===== config.mk =====
export PLATFORM = sky130hd
export DESIGN_NAME = bsc_front
export DESIGN_NICKNAME = d
export VERILOG_FILES = /design/src/hdl/bsc_pkg.sv /design/src/hdl/bsc_front.sv
export SDC_FILE = /design/constraint.sdc
export NUM_CORES = 1
export LEC_CHECK = 0
export BUFFER_PORTS_ARGS = -buffer_cell sky130_fd_sc_hd__buf_2
export CAP_MARGIN = 40
export CORE_AREA = 2 2 102 104
export DETAILED_ROUTE_END_ITERATION = 16
export DIE_AREA = 0 0 104 106
export PLACE_DENSITY = 0.47
export SYNTH_ARGS = -nofsm -noshare
export SYNTH_HDL_FRONTEND = slang
export SYNTH_SLANG_ARGS = --single-unit

===== constraint.sdc =====
create_clock -name vclk -period 3
set_clock_uncertainty 0.05 [all_clocks]
set_input_delay 0.6 -clock vclk [all_inputs]
set_output_delay 0.6 -clock vclk [all_outputs]
set_load 0.1 [all_outputs]

===== src/hdl/bsc_pkg.sv =====
// Package for the B-spline curve point evaluator.
// Sizes, codes, item types and the FSM state type; used by every bsc_* module.
package bsc_pkg;
    localparam int MAX_DEG    = 7;
    localparam int MAX_POINTS = 64;
    localparam int FRAC_BITS  = 16;
    localparam int KNOT_DEPTH = MAX_POINTS + MAX_DEG + 1;
    localparam int KIDX_W     = $clog2(KNOT_DEPTH);
    localparam int PIDX_W     = $clog2(MAX_POINTS);
    localparam int DEG_W      = 3;
    localparam int KNOT_W     = 17;
    localparam int COORD_W    = 32;
    localparam int LR_W       = KNOT_W + 1;
    localparam int NB_W       = 33;
    localparam int DVD_W      = 48;
    localparam int PROD_W     = 66;
    localparam int ACC_W      = 56;
    localparam int Q_DEPTH    = 2;

    localparam logic [KNOT_W-1:0] KNOT_ONE = 17'h10000;

    localparam logic [1:0] MODE_KNOT  = 2'd0;
    localparam logic [1:0] MODE_POINT = 2'd1;
    localparam logic [1:0] MODE_EVAL  = 2'd2;

    localparam logic [1:0] STAT_OK    = 2'd0;
    localparam logic [1:0] STAT_CLAMP = 2'd1;
    localparam logic [1:0] STAT_ZERO  = 2'd2;

    localparam logic REG_DEGREE = 1'b0;
    localparam logic REG_LAST   = 1'b1;

    typedef enum logic [1:0] {
        K_KNOT,
        K_POINT,
        K_EVAL
    } t_kind;

    typedef struct packed {
        t_kind                     kind;
        logic [6:0]                idx;
        logic [KNOT_W-1:0]         val;
        logic signed [COORD_W-1:0] x;
        logic signed [COORD_W-1:0] y;
        logic signed [COORD_W-1:0] z;
    } t_item;

    typedef struct packed {
        logic signed [COORD_W-1:0] x;
        logic signed [COORD_W-1:0] y;
        logic signed [COORD_W-1:0] z;
        logic [5:0]                span;
        logic [1:0]                status;
    } t_result;

    typedef struct packed {
        logic full;
        logic empty;
    } t_qstat;

    typedef enum logic [4:0] {
        ST_IDLE,
        ST_LO,
        ST_HI,
        ST_SRCH,
        ST_SCMP,
        ST_LR_RD,
        ST_LR_WR,
        ST_DIV_INIT,
        ST_DIV,
        ST_DIV_FIN,
        ST_MUL1,
        ST_MUL2,
        ST_MUL3,
        ST_PT_RD,
        ST_PT_MUL,
        ST_PT_ACC,
        ST_OUT
    } t_state;
endpackage


===== src/hdl/bsc_front.sv =====
// Front end: decodes the mode of each input request and prepares the queue entry.
// Depends on bsc_pkg.
module bsc_front (
    input  logic              i_valid,
    input  logic [1:0]        i_mode,
    input  logic [6:0]        i_idx,
    input  logic [16:0]       i_knot,
    input  logic signed [31:0] i_x,
    input  logic signed [31:0] i_y,
    input  logic signed [31:0] i_z,
    input  logic [16:0]       i_u,
    input  bsc_pkg::t_qstat   i_qstat,
    output logic              o_ready,
    output logic              o_push,
    output bsc_pkg::t_item    o_item
);
    import bsc_pkg::*;

    logic w_keep;

    always_comb begin
        o_item.idx = i_idx;
        o_item.x   = i_x;
        o_item.y   = i_y;
        o_item.z   = i_z;
        w_keep     = 1'b1;
        case (i_mode)
            MODE_KNOT: begin
                o_item.kind = K_KNOT;
                o_item.val  = (i_knot > KNOT_ONE) ? KNOT_ONE : i_knot;
            end
            MODE_POINT: begin
                o_item.kind = K_POINT;
                o_item.val  = i_u;
            end
            MODE_EVAL: begin
                o_item.kind = K_EVAL;
                o_item.val  = i_u;
            end
            default: begin
                o_item.kind = K_EVAL;
                o_item.val  = i_u;
                w_keep      = 1'b0;
            end
        endcase
    end

    assign o_ready = !i_qstat.full;
    assign o_push  = i_valid && o_ready && w_keep;
endmodule


==> impl_metrics.csv <==
group,metric,value,unit
outcome,status,"complete, no violations",
route,wl,3210,um
sta,tightestPinTransition,0.756,ns
synth,synth_warnings,0,
placed_design,post-place-ws,0.114,ns
synth,yosys.cell_count.top_type,"buf_4",
floorplanning,start_util,0.117,
min_path,whs_path_depth,0,
grt,track_usage,0.0521,
synth,synth_commonest_cells,"103 x buf_4, 35 x nand2_1, 10 x a21oi_2",
worst_setup_path,required,2.35,ns
floorplanning,die_w,104,um
grt,grt_max_degree,18,
placed_design,dp_cells,259,
route,remaining_drc_errors,0,
pwr,p_seq_frac,0,
route,drt_iter0_markers,13,
pwr,swShare,0.677,
route,num_vias,794,
grt,antenna_found_initial,0,
pwr,power.density,315,nW/um^2
synth,synth_nets,312,
sta,fin_ws,0.141,ns
pwr,comb_power_share,1.000,
sta,rsz0062_at_grt,"false",
route,ant_nets,0,
pwr,p_switching,0.232,mW
cells_and_area,instances_no_fill,259,
cts,cts_hold_buffers,0,
worst_setup_path,path_buf_inv,2,
floorplanning,std_cell_rows,37,
cells_and_area,area_delta_synth_final,-7.36,%
pwr,p_leak,0.467,nW
synth,synth_top_area_share,0.659,
min_path,hold_path_class,"in -> out",
placed_design,io_buffer_count,59,
sta,finalSetupViolCount,0,
floorplanning,core_area,10000,um^2
cells_and_area,nClkBuffers,0,
worst_setup_path,cp_slowest_cell,"a41oi_4",
cells_and_area,ff_latch_area,0,um^2
cells_and_area,fin_area,1090,um^2
pwr,power.internal,0.111,mW
synth,ys_types,16,
flow_run,cap_viol_max_count,0,
worst_setup_path,cpPeakStageDelay,0.63,ns
cells_and_area,fillers,1190,
grt,grt_pass1_vias,810,
pwr,ir_worst_vdd,68.3,uV
worst_setup_path,cp_max_fo,16,
synth,avgSynthCellArea,6.90,um^2
placed_design,dp.final_hpwl,2740,um
floorplanning,io_pins,266,
cts,postCtsSetupRepairBufs,0,
cells_and_area,seq_cells,0,
synth,netlist_instances,170,
worst_setup_path,crit_chain,"buf_2, or3b_4, a41oi_4, a21oi_1, buf_12",
cells_and_area,n_antenna_cell,0,
floorplanning,die-area,11000,um^2
grt,grt_pass1_wl,4500,um
synth,synth.area.top_cells,"buf_4 66%, nand2_1 11%, a21oi_2 7.5%",
synth,yosys.area.top_type,"buf_4",
sta,hold_violations,0,
route,wire_per_inst,12.4,um
sta,fmax,350,MHz
sta,period_minus_slack,2.86,ns
worst_setup_path,path_delay_family,"compound AO/OA/AOI/OAI gates",
pwr,clockPowerShare,0,
sta,tns,0,ns
grt,grt_overflow,0,
route,via_per_inst,3.07,
placed_design,placed_area,1090,um^2
sta,holdWs,1.15,ns
floorplanning,fp.dieH,106,um
cells_and_area,fin_nets,267,
sta,finalCritPeriodShare,0.953,
min_path,whs_endpoint,"o_item[23]",
synth,yosysSeqAreaShare,0,
min_path,min_from,"i_z[23]",
cts,post_cts_resized,0,
sta,maxSlewViolCount,0,
worst_setup_path,endpoint_kind,"primary output",
sta,slew_headroom,0.494,
worst_setup_path,cp-start-kind,"primary input",
placed_design,gp_congestion,0.680,
cells_and_area,drive_gt1_frac,0.642,
worst_setup_path,crit_type,"in -> out",
synth,syn_area,1170,um^2
route,dr.pass1.iters,2,
worst_setup_path,worstPathArrival,2.21,ns
==> layer usage <==
| layer | wire, um | vias to the layer above | track usage |
|---|---|---|---|
| met3 | 454 | 44 | 0.0245 |
| met1 | 898 | 328 | 0.0405 |
| met2 | 1540 | 86 | 0.0921 |
| met4 | 311 | 0 | 0.0541 |
| met5 | 0 | - | 0 |
| li1 | - | 336 | - |
==> placed cells by master, fill, tap and decap left out <==
cell type	Yosys	routed
nor2_1	1	1
a21oi_1	6	6
inv_1	1	1
buf_4	103	2
a21oi_2	10	10
nand2_1	35	35
a41oi_4	1	1
or2_2	1	1
nor4_2	4	4
buf_2	1	43
and2b_2	1	1
and3_1	1	1
or3b_4	1	1
buf_12	0	16
==> metrics by stage <==
stage / util / power, mW
2_1_floorplan: - / 0.863
3_3_place_gp: 0.109 / 0.344
3_5_place_dp: 0.109 / 0.346
4_1_cts: 0.109 / 0.346
5_1_grt: 0.109 / 0.354
6_report: 0.109 / 0.343
==> how the worst max path moves through the flow <==
| stage | endpoint | start | cells after the start |
|---|---|---|---|
| 2_1_floorplan | o_item[107] | i_knot[13] | 3 |
| 3_3_place_gp | o_item[96] | i_mode[1] | 5 |
| 3_5_place_dp | o_item[111] | i_mode[1] | 5 |
| 4_1_cts | o_item[96] | i_mode[1] | 5 |
| 5_1_grt | o_item[96] | i_mode[1] | 5 |
| 6_report | o_item[96] | i_mode[1] | 5 |
==> power groups by stage <==
stage               clock, mW  sequential, mW  combinational, mW
floorplan                   0               0              0.863
global placement            0               0              0.344
detailed placement          0               0              0.346
CTS                         0               0              0.346
global route                0               0              0.354
finish                      0               0              0.343
==> cell type report <==
class | instances | area [um^2] | area share
repair buffers | 61 | 551 | 0.506
multi-input cells | 61 | 363 | 0.334
well taps | 136 | 170 | 0.157
inverters | 1 | 3.75 | 0.00345
==> cells by family (layout without fill, tap and decap cells) <==
family | Yosys count | in the layout | share of synthesized area
buffers and inverters | 109 | 62 | 0.691
and+or+nand+nor | 44 | 44 | 0.186
AOI/OAI and AO/OA | 17 | 17 | 0.124
(Power assumes the default switching activity.)
