$ cat config.mk
export PLATFORM = sky130hd
export DESIGN_NAME = bsc_fifo
export DESIGN_NICKNAME = d
export VERILOG_FILES = /design/src/hdl/bsc_pkg.sv /design/src/hdl/bsc_fifo.sv
export SDC_FILE = /design/constraint.sdc
export NUM_CORES = 1
export LEC_CHECK = 0
export ABC_CLOCK_PERIOD_IN_PS = 10300
export BUFFER_PORTS_ARGS = -buffer_cell sky130_fd_sc_hd__buf_2
export CORE_MARGIN = 5
export CORE_UTILIZATION = 40
export DETAILED_ROUTE_END_ITERATION = 6
export HOLD_SLACK_MARGIN = 0.05
export PLACE_DENSITY_LB_ADDON = 0.05
export SYNTH_ARGS = -nofsm -noshare
export SYNTH_HDL_FRONTEND = slang
export SYNTH_SLANG_ARGS = --single-unit
$ cat constraint.sdc
create_clock -name i_clk -period 10.3 [get_ports i_clk]
set_input_delay 0.515 -clock i_clk [delete_from_list [all_inputs] [get_ports i_clk]]
set_output_delay 0.515 -clock i_clk [all_outputs]
set_load 0.005 [all_outputs]
$ cat src/hdl/bsc_pkg.sv
// Package for the B-spline curve point evaluator.
// Sizes, codes, item types and the FSM state type; used by every bsc_* module.
package bsc_pkg;
    localparam int MAX_DEG    = 7;
    localparam int MAX_POINTS = 64;
    localparam int FRAC_BITS  = 16;
    localparam int KNOT_DEPTH = MAX_POINTS + MAX_DEG + 1;
    localparam int KIDX_W     = $clog2(KNOT_DEPTH);
    localparam int PIDX_W     = $clog2(MAX_POINTS);
    localparam int DEG_W      = 3;
    localparam int KNOT_W     = 17;
    localparam int COORD_W    = 32;
    localparam int LR_W       = KNOT_W + 1;
    localparam int NB_W       = 33;
    localparam int DVD_W      = 48;
    localparam int PROD_W     = 66;
    localparam int ACC_W      = 56;
    localparam int Q_DEPTH    = 2;

    localparam logic [KNOT_W-1:0] KNOT_ONE = 17'h10000;

    localparam logic [1:0] MODE_KNOT  = 2'd0;
    localparam logic [1:0] MODE_POINT = 2'd1;
    localparam logic [1:0] MODE_EVAL  = 2'd2;

    localparam logic [1:0] STAT_OK    = 2'd0;
    localparam logic [1:0] STAT_CLAMP = 2'd1;
    localparam logic [1:0] STAT_ZERO  = 2'd2;

    localparam logic REG_DEGREE = 1'b0;
    localparam logic REG_LAST   = 1'b1;

    typedef enum logic [1:0] {
        K_KNOT,
        K_POINT,
        K_EVAL
    } t_kind;

    typedef struct packed {
        t_kind                     kind;
        logic [6:0]                idx;
        logic [KNOT_W-1:0]         val;
        logic signed [COORD_W-1:0] x;
        logic signed [COORD_W-1:0] y;
        logic signed [COORD_W-1:0] z;
    } t_item;

    typedef struct packed {
        logic signed [COORD_W-1:0] x;
        logic signed [COORD_W-1:0] y;
        logic signed [COORD_W-1:0] z;
        logic [5:0]                span;
        logic [1:0]                status;
    } t_result;

    typedef struct packed {
        logic full;
        logic empty;
    } t_qstat;

    typedef enum logic [4:0] {
        ST_IDLE,
        ST_LO,
        ST_HI,
        ST_SRCH,
        ST_SCMP,
        ST_LR_RD,
        ST_LR_WR,
        ST_DIV_INIT,
        ST_DIV,
        ST_DIV_FIN,
        ST_MUL1,
        ST_MUL2,
        ST_MUL3,
        ST_PT_RD,
        ST_PT_MUL,
        ST_PT_ACC,
        ST_OUT
    } t_state;
endpackage

$ cat src/hdl/bsc_fifo.sv
// Two-entry queue between front end and evaluation engine.
// Depends on bsc_pkg.
module bsc_fifo (
    input  logic            i_clk,
    input  logic            i_rst_n,
    input  logic            i_push,
    input  bsc_pkg::t_item  i_item,
    input  logic            i_pop,
    output bsc_pkg::t_item  o_item,
    output bsc_pkg::t_qstat o_qstat
);
    import bsc_pkg::*;

    localparam int PW = $clog2(Q_DEPTH);

    t_item           r_mem [0:Q_DEPTH-1];
    logic [PW-1:0]   r_wp, r_rp;
    logic [PW:0]     r_cnt;

    always_ff @(posedge i_clk) begin
        if (i_push) begin
            r_mem[r_wp] <= i_item;
        end
    end

    always_ff @(posedge i_clk) begin
        if (!i_rst_n) begin
            r_wp  <= '0;
            r_rp  <= '0;
            r_cnt <= '0;
        end else begin
            if (i_push) begin
                r_wp <= r_wp + 1'b1;
            end
            if (i_pop) begin
                r_rp <= r_rp + 1'b1;
            end
            r_cnt <= r_cnt + (PW+1)'(i_push) - (PW+1)'(i_pop);
        end
    end

    assign o_item        = r_mem[r_rp];
    assign o_qstat.full  = (r_cnt == (PW+1)'(Q_DEPTH));
    assign o_qstat.empty = (r_cnt == '0);
endmodule

==> results of run 1 <==
layer usage:
layer,vias to the layer above,wire [um],GRT usage
met4,8,320,0.03546
met2,173,8649,0.2200
li1,2129,-,-
met3,32,1828,0.05340
met5,-,58,0
met1,2245,7374,0.1611
logic make-up after synthesis:
| group | count (synthesis) |
|---|---|
| flops | 249 |
| compound gates | 1 |
| buf+inv | 16 |
| xor+xnor | 2 |
| mux | 122 |
| fa+ha+maj | 2 |
| simple gates | 9 |
worst max path at each step:
stage | startpoint | end
CTS | flip-flop | o_item[115]
detailed placement | i_push | r_mem[1][37]$_DFFE_PP_
global route | flip-flop | o_item[115]
global placement | i_push | r_mem[1][36]$_DFFE_PP_
finish | flip-flop | o_item[115]
floorplan | i_push | r_mem[0][0]$_DFFE_PP_
final cells by class:
class                   count  area share
multi-input cells         136      0.1539
clock inverters            12    0.006735
well taps                 319     0.03410
repair buffers            254      0.1097
flip-flops and latches    249      0.6349
inverters                   2   0.0006414
clock buffers              34     0.05997
synth_stat cells, drive strengths merged:
| library cell | count |
|---|---|
| mux2 | 122 |
| xnor3 | 1 |
| and2 | 4 |
| edfxtp | 244 |
| buf | 14 |
| nor2 | 1 |
| xor2 | 1 |
| o21a | 1 |
| inv | 2 |
| ha | 2 |
| dfxtp | 5 |
| nor2b | 4 |
state kept, by name, indices dropped and copies added (netlist names), named ones only:
register and count:
r_mem 244, r_cnt 2, r_rp 1, r_wp 1
power by group:
part	internal, mW	switching [mW]
combinational	0.127	0.104
sequential	1.17	0.0172
clock	0.501	0.352
worst max-delay path: cells and delay by family, from the launching register on:
family	cells	cell delay (ns)
buffers and inverters	2	0.94
flip-flops	1	0.64
multiplexers	1	0.43
==> impl_metrics.py, run 1 <==
metrics = {
    "status": {
        "status": "completed",
    },
    "job": {
        "cap_violations": 0,
    },
    "placement": {
        "dpl-instance-area_mm2": 0.01092,
        "dp_hpwl_um": 12110,
        "place_ws_ns": 7.614,
        "gp_congestion": 0.7222,
        "numPlacedInstances": 960,
        "io_buffers": 249,
    },
    "global_routing": {
        "grt_pass1_vias": 4987,
        "grt_pass1_wl_um": 27430,
        "overflow": 0,
        "grt_max_degree": 77,
        "antenna_found_initial": 4,
        "grt_usage": 0.1323,
    },
    "setup_path": {
        "critPathMaxStageDelay_ns": 0.81,
        "r2r_slack_ns": 7.93,
        "r2r_end": "r_mem[1][37]$_DFFE_PP_",
        "crit_path_end_kind": "primary output",
        "worstSetupStartpointType": "flip-flop",
        "worstPathMaxFanout": 50,
        "crit_type": "reg2out",
        "crit_chain": "buf_4 -> mux2_2 -> buf_2",
        "cp.arrival_ns": 2.57,
        "rr_startpoint": "r_wp$_SDFFE_PN0P_",
        "slowest_stage": "buf_4",
        "rr_worst_depth": 2,
        "required_ns": 9.79,
    },
    "finish": {
        "drive_gt1_frac": 0.6012,
        "n_antenna_cell": 0,
        "area_delta_synth_final_pct": 25.00,
        "mostFrequentLayoutCell": "buf_2",
        "multiInputGateArea_mm2": 0.001802,
        "fin_area_mm2": 0.01170,
        "layout.nets": 797,
        "stdcell_count": 1006,
        "register_area_mm2": 0.007431,
        "layout_common_cells": "buf_2, edfxtp_1, mux2_4, mux2_2, clkbuf_16",
        "nFillCells": 1998,
        "final_util": 0.5031,
    },
    "clock_tree": {
        "cts.repair.resized": 0,
        "cts_max_path_buffers": 3,
        "cts_tree": "done",
        "cts_buffers": 26,
        "cts_hold_buffers": 0,
        "path_clk_slew_ns": 0.06,
        "clk-insertion-delay-late_ns": 0.51,
        "htreeDepth": 1,
        "post_cts_buffers": 0,
        "clock_sinks": 249,
        "root_buffer": "clkbuf_16",
    },
    "routing": {
        "vias_per_cell": 4.560,
        "routed_wl_um": 18230,
        "dr.pass1.iters": 4,
        "drtAntennaViolNets": 0,
        "via_count": 4587,
        "drt-initial-drc-count": 183,
        "wire_per_inst_um": 18.12,
        "drc": 0,
    },
    "synthesis": {
        "seq_area_frac_synth": 0.7933,
        "synth_fa_ha_area_frac": 0.002673,
        "yosys.area.top_type_share": 0.7826,
        "synth-compound-area-share": 0.0008018,
        "syn_area_mm2": 0.009363,
        "syn-num-nets": 529,
        "synth_area_per_cell_um2": 23.35,
        "muxShareOfSynthArea": 0.1788,
        "synth.area.top_cells": "edfxtp_1, mux2_4, mux2_2",
        "yosys_warnings": 0,
        "ys_ff_latch": 249,
        "synth_top_family_by_area": "multiplexers",
        "syn_inst": 401,
        "yosys.area_share.simple": 0.005746,
        "yosys.area.top_type": "edfxtp_1",
        "synth_cell_types": 15,
        "synth-xor-area-share": 0.003341,
    },
    "sta": {
        "fin_ws_ns": 7.211,
        "worst_slew_pin_slew_ns": 1.119,
        "max-slew-margin-rel": 0.2541,
        "finalCritPeriodShare": 0.2999,
        "tns_ns": 0,
        "finalSetupViolCount": 0,
        "slew_violations": 0,
        "hold_violations": 0,
        "finalClockSkew_ns": 0.005435,
        "timing.hold.ws_ns": 0.1887,
        "max_freq_ghz": 0.3237,
        "period_needed_ns": 3.089,
        "rsz0062_at_grt": "no",
    },
    "die": {
        "start_util": 0.4025,
        "core_mm2": 0.02326,
        "fp-row-count": 56,
        "die_area_mm2": 0.02657,
        "fp.dieW_um": 163.0,
        "dieHeight_um": 163.0,
        "ios": 250,
    },
    "hold_path": {
        "hold_class": "in2reg",
        "hp-start": "i_item[121]",
        "hold-path-cell-count": 1,
        "min_to": "r_mem[0][121]$_DFFE_PP_",
    },
    "power": {
        "finalPower_mw": 2.274,
        "p_leak_nw": 4.554,
        "p_per_area_mw_per_mm2": 194.3,
        "irDropWorstVdd_uv": 114.6,
    },
}
No activity file was read; power rests on OpenSTA's default activity.
==> inputs of run 2 (changes only) <==
ABC_CLOCK_PERIOD_IN_PS = 3100   (was 10300)
clock period = 3.1 ns   (was 10.3 ns; I/O delays follow)
==> run 2 against run 1 <==
Routed wire length grew 4.7%. Total power grew to 3.6 times the previous value. Critical endpoint is now o_item[18]. Hold slack gained 0.16 ns.
==> impl_metrics.py, run 2 (synthesis gave the netlist of run 1 again) <==
metrics = {
    "setup_path": {
        "worstSetupStartpointType": "flip-flop",
        "slowest_stage": "mux2_2",
        "cp.arrival_ns": 1.86,
        "crit_chain": "buf_12 -> mux2_2 -> buf_2",
        "worstPathMaxFanout": 63,
        "crit_path_end_kind": "primary output",
        "required_ns": 2.94,
        "r2r_slack_ns": 1.23,
        "rr_startpoint": "r_wp$_SDFFE_PN0P_",
        "crit_type": "reg2out",
        "critPathMaxStageDelay_ns": 0.39,
    },
    "placement": {
        "io_buffers": 249,
        "numPlacedInstances": 961,
        "dp_hpwl_um": 12260,
        "gp_congestion": 0.6950,
        "place_ws_ns": 1.310,
        "dpl-instance-area_mm2": 0.01097,
    },
    "routing": {
        "dr.pass1.iters": 4,
        "drc": 0,
        "wire_per_inst_um": 16.85,
        "routed_wl_um": 19090,
        "drt-initial-drc-count": 230,
        "via_count": 5036,
        "drtAntennaViolNets": 0,
        "vias_per_cell": 4.445,
    },
    "die": {
        "fp-row-count": 56,
        "core_mm2": 0.02326,
        "fp.dieW_um": 163.0,
        "ios": 250,
        "start_util": 0.4025,
        "die_area_mm2": 0.02657,
        "dieHeight_um": 163.0,
    },
    "sta": {
        "finalClockSkew_ns": 0.01523,
        "worst_slew_pin_slew_ns": 0.9137,
        "finalCritPeriodShare": 0.6493,
        "rsz0062_at_grt": "no",
        "slew_violations": 0,
        "max_freq_ghz": 0.4968,
        "finalSetupViolCount": 0,
        "period_needed_ns": 2.013,
        "max-slew-margin-rel": 0.3909,
        "fin_ws_ns": 1.087,
        "hold_violations": 0,
        "tns_ns": 0,
    },
    "power": {
        "switchingPower_mw": 1.647,
        "p_per_area_mw_per_mm2": 616.0,
        "irDropWorstVdd_uv": 455.2,
        "pwr-share-clk": 0.400,
        "combPwrFrac": 0.113,
        "p_leak_nw": 5.149,
        "seq_power_share": 0.487,
        "p_sw_frac": 0.2035,
        "internal_power_mw": 6.447,
    },
    "clock_tree": {
        "cts_buffers": 28,
        "cts_max_path_buffers": 3,
        "clk-insertion-delay-late_ns": 0.52,
        "htreeDepth": 1,
        "root_buffer": "clkbuf_16",
        "cts.repair.resized": 0,
        "cts_tree": "done",
        "post_cts_buffers": 0,
        "path_clk_slew_ns": 0.06,
        "clock_sinks": 249,
        "cts_hold_buffers": 126,
    },
    "finish": {
        "fin_area_mm2": 0.01314,
        "n_antenna_cell": 0,
        "regMostFlops": "r_mem",
        "largest_register_ffs": 244,
        "layout.nets": 926,
        "stdcell_count": 1133,
        "mostFrequentLayoutCell": "buf_2",
        "layout_common_cells": "buf_2, edfxtp_1, dlygate4sd3_1, mux2_4, mux2_2",
        "largest_registers": "r_mem: 244 flops, r_cnt: 2 flops",
        "nFillCells": 1874,
        "area_delta_synth_final_pct": 40.33,
        "drive_gt1_frac": 0.5135,
        "final_util": 0.5648,
    },
    "hold_path": {
        "hp-start": "i_item[120]",
        "hold_class": "in2reg",
    },
    "status": {
        "status": "completed",
    },
    "global_routing": {
        "antenna_found_initial": 0,
        "overflow": 0,
        "grt_pass1_wl_um": 29550,
        "grt_max_degree": 67,
        "grt_pass1_vias": 5659,
        "grt_usage": 0.1405,
    },
    "job": {
        "cap_violations": 0,
    },
}
[run 2: cell types whose count changed in the layout (fill, tap and decap cells not counted), sizes merged, moves of 2 or more]
cell,before,now
clkinvlp,0,2
bufinv,1,4
clkinv,11,6
dlygate4sd3,0,126
[run 2: layout make-up]
| type | instances | area (um^2) | share of cell area |
|---|---|---|---|
| flip-flops and latches | 249 | 7431 | 0.5656 |
| repair buffers | 381 | 2590 | 0.1971 |
| multi-input cells | 136 | 1802 | 0.1371 |
| clock buffers | 33 | 740.7 | 0.05638 |
| well taps | 319 | 399.1 | 0.03038 |
| clock inverters | 13 | 168.9 | 0.01286 |
| inverters | 2 | 7.507 | 0.0005714 |
[run 2: final timing paths]
| path | to | cells past startpoint |
|---|---|---|
| max | o_item[18] | 3 |
| min | r_mem[1][120]$_DFFE_PP_ | 2 |
| max reg2reg | r_wp$_SDFFE_PN0P_ | 4 |
| min reg2reg | flip-flop | 2 |
[run 2: metal layers]
layer | up-vias | wire length, um | track usage | part of all wire
met4 | 0 | 515 | 0.04003 | 0.027
li1 | 2378 | - | - | -
met3 | 31 | 1407 | 0.03974 | 0.074
met2 | 177 | 9596 | 0.2491 | 0.50
met5 | - | 0 | 0 | 0
met1 | 2450 | 7569 | 0.1676 | 0.40
[run 2: power groups by stage]
stage	Combinational, mW	Sequential [mW]	Clock, mW
global route	0.999	3.95	3.49
detailed placement	0.806	4.01	0
finish	0.918	3.94	3.24
global placement	0.798	4.00	0
floorplan	0.465	4.00	0
CTS	0.939	3.94	3.34
[run 2: worst max-delay path, delay by kind of cell, from the launching register on]
| family | cells | cell delay (ns) |
|---|---|---|
| buffers and inverters | 2 | 0.51 |
| multiplexers | 1 | 0.39 |
| flip-flops | 1 | 0.37 |
[run 2: per-stage QoR]
| stage | hold WS (ns) | total power, mW |
|---|---|---|
| 2_1_floorplan | 0.2539 | 4.468 |
| 3_3_place_gp | 0.3435 | 4.799 |
| 3_5_place_dp | 0.3466 | 4.817 |
| 4_1_cts | 0.3128 | 8.222 |
| 5_1_grt | 0.3313 | 8.446 |
| 6_report | 0.3486 | 8.094 |
==> inputs of run 3 (changes only) <==
ABC_CLOCK_PERIOD_IN_PS = 1800   (was 3100)
clock period = 1.8 ns   (was 3.1 ns; I/O delays follow)
==> run 3 against run 2 <==
Via count increased by 2.7%. Flip-flop and latch count unchanged. The run now ends with negative setup slack left. Register-to-register slack got worse by 0.97 ns.
==> impl_metrics.py, run 3 (synthesis gave the netlist of run 1 again) <==
metrics = {
    "die": {
        "dieHeight_um": 163.0,
        "ios": 250,
        "die_area_mm2": 0.02657,
        "fp-row-count": 56,
        "start_util": 0.4025,
        "core_mm2": 0.02326,
        "fp.dieW_um": 163.0,
    },
    "routing": {
        "drc": 0,
        "vias_per_cell": 4.473,
        "wire_per_inst_um": 18.42,
        "routed_wl_um": 21300,
        "via_count": 5171,
        "drtAntennaViolNets": 0,
        "drt-initial-drc-count": 230,
        "dr.pass1.iters": 4,
    },
    "setup_path": {
        "crit_path_end_kind": "primary output",
        "rr_worst_depth": 4,
        "crit_type": "reg2out",
        "r2r_end": "r_wp$_SDFFE_PN0P_",
        "crit_end": "o_item[77]",
        "rr_startpoint": "r_wp$_SDFFE_PN0P_",
        "cp.arrival_ns": 1.72,
        "worstSetupStartpointType": "flip-flop",
        "worstPathMaxFanout": 7,
        "required_ns": 1.71,
        "r2r_slack_ns": 0.26,
    },
    "sta": {
        "finalCritPeriodShare": 1.008,
        "hold_violations": 0,
        "max-slew-margin-rel": 0.6537,
        "finalClockSkew_ns": 0.006013,
        "period_needed_ns": 1.814,
        "timing.hold.ws_ns": 0.2915,
        "max_freq_ghz": 0.5512,
        "worst_slew_pin_slew_ns": 0.5194,
        "slew_violations": 0,
        "tns_ns": -0.2534,
        "finalSetupViolCount": 32,
        "rsz0062_at_grt": "yes",
        "fin_ws_ns": -0.01436,
    },
    "finish": {
        "nFillCells": 1808,
        "layout.nets": 943,
        "mostFrequentLayoutCell": "edfxtp_1",
        "regMostFlops": "r_mem",
        "area_delta_synth_final_pct": 49.54,
        "drive_gt1_frac": 0.5246,
        "final_util": 0.6019,
        "multiInputGateArea_mm2": 0.001907,
        "register_area_mm2": 0.007432,
        "largest_registers": "r_mem: 244 flops, r_cnt: 2 flops",
        "layout_common_cells": "edfxtp_1, buf_2, dlygate4sd3_1, mux2_4, buf_6",
        "largest_register_ffs": 244,
    },
    "placement": {
        "place_ws_ns": 0.4437,
        "dp_hpwl_um": 12380,
        "gp_congestion": 0.7176,
        "io_buffers": 249,
    },
    "status": {
        "violations": "negative setup slack",
        "status": "finished, violations left",
    },
    "power": {
        "irDropWorstVdd_uv": 724.1,
        "p_per_area_mw_per_mm2": 1017,
        "finalPower_mw": 14.24,
        "p_leak_nw": 5.563,
    },
    "global_routing": {
        "grt_max_degree": 78,
        "overflow": 0,
        "antenna_found_initial": 2,
        "grt_usage": 0.1438,
        "grt_pass1_vias": 5529,
        "grt_pass1_wl_um": 29980,
    },
    "clock_tree": {
        "root_buffer": "clkbuf_16",
        "cts_buffers": 27,
        "clk-insertion-delay-late_ns": 0.51,
        "htreeDepth": 1,
        "clock_sinks": 249,
        "cts_tree": "done",
        "cts_max_path_buffers": 3,
        "path_clk_slew_ns": 0.06,
    },
    "job": {
        "cap_violations": 0,
    },
    "hold_path": {
        "hold_class": "in2reg",
    },
}
run 3: through the flow:
stage                     area, um^2  instances
after floorplan                 9373        401
after global placement         11030        962
after detailed placement       11030        962
after CTS                      13230       1138
after global routing           14000       1156
final                          14000       1156
run 3: how the worst min path moves through the flow:
| stage | start | endpoint | slack (ns) | cells past startpoint |
|---|---|---|---|---|
| 3_3_place_gp | i_item[10] | r_mem[1][10]$_DFFE_PP_ | 0.28 | 1 |
| 5_1_grt | i_item[27] | r_mem[0][27]$_DFFE_PP_ | 0.28 | 2 |
| 2_1_floorplan | i_item[0] | r_mem[0][0]$_DFFE_PP_ | 0.19 | 0 |
| 6_report | i_item[120] | r_mem[0][120]$_DFFE_PP_ | 0.29 | 2 |
| 3_5_place_dp | i_item[69] | r_mem[0][69]$_DFFE_PP_ | 0.28 | 1 |
| 4_1_cts | i_item[120] | r_mem[1][120]$_DFFE_PP_ | 0.26 | 2 |
run 3: layer usage:
metal | vias up | track usage | routed length [um]
met1 | 2523 | 0.1828 | 8987
met3 | 29 | 0.04151 | 1510
met5 | - | 0.007576 | 0
li1 | 2434 | - | -
met2 | 185 | 0.2434 | 10440
met4 | 0 | 0.03622 | 357
run 3: final cells by class:
| class | instances | share of cell area |
|---|---|---|
| Timing Repair Buffer | 399 | 0.2405 |
| Inverter | 2 | 0.0005362 |
| Antenna cell | 2 | 0.0003575 |
| Multi-Input combinational cell | 136 | 0.1362 |
| Sequential cell | 249 | 0.5308 |
| Clock buffer | 35 | 0.05326 |
| Clock inverter | 14 | 0.009830 |
| Tap cell | 319 | 0.02851 |
run 3: critical path, stage by stage, from the launching register on:
cell and delay (ns):
dfxtp_4 0.44, buf_12 0.18, clkbuf_16 0.17, mux2_4 0.31
buf_6 0.12
run 3: where the power goes:
group          internal (mW)  leakage (nW)  switching [mW]
clock network           3.32         0.438            2.09
logic                   1.26          2.79           0.765
registers               6.71          2.33          0.0909
total                   11.3          5.56            2.95
run 3: what timing repair did:
item	4_1_cts	5_1_grt
gates cloned	1	12
hold endpoints to repair	249	0
hold buffers	126	0
gates resized for setup	7	91
pin swaps	0	0
buffers inserted	0	4
setup endpoints to repair	79	119
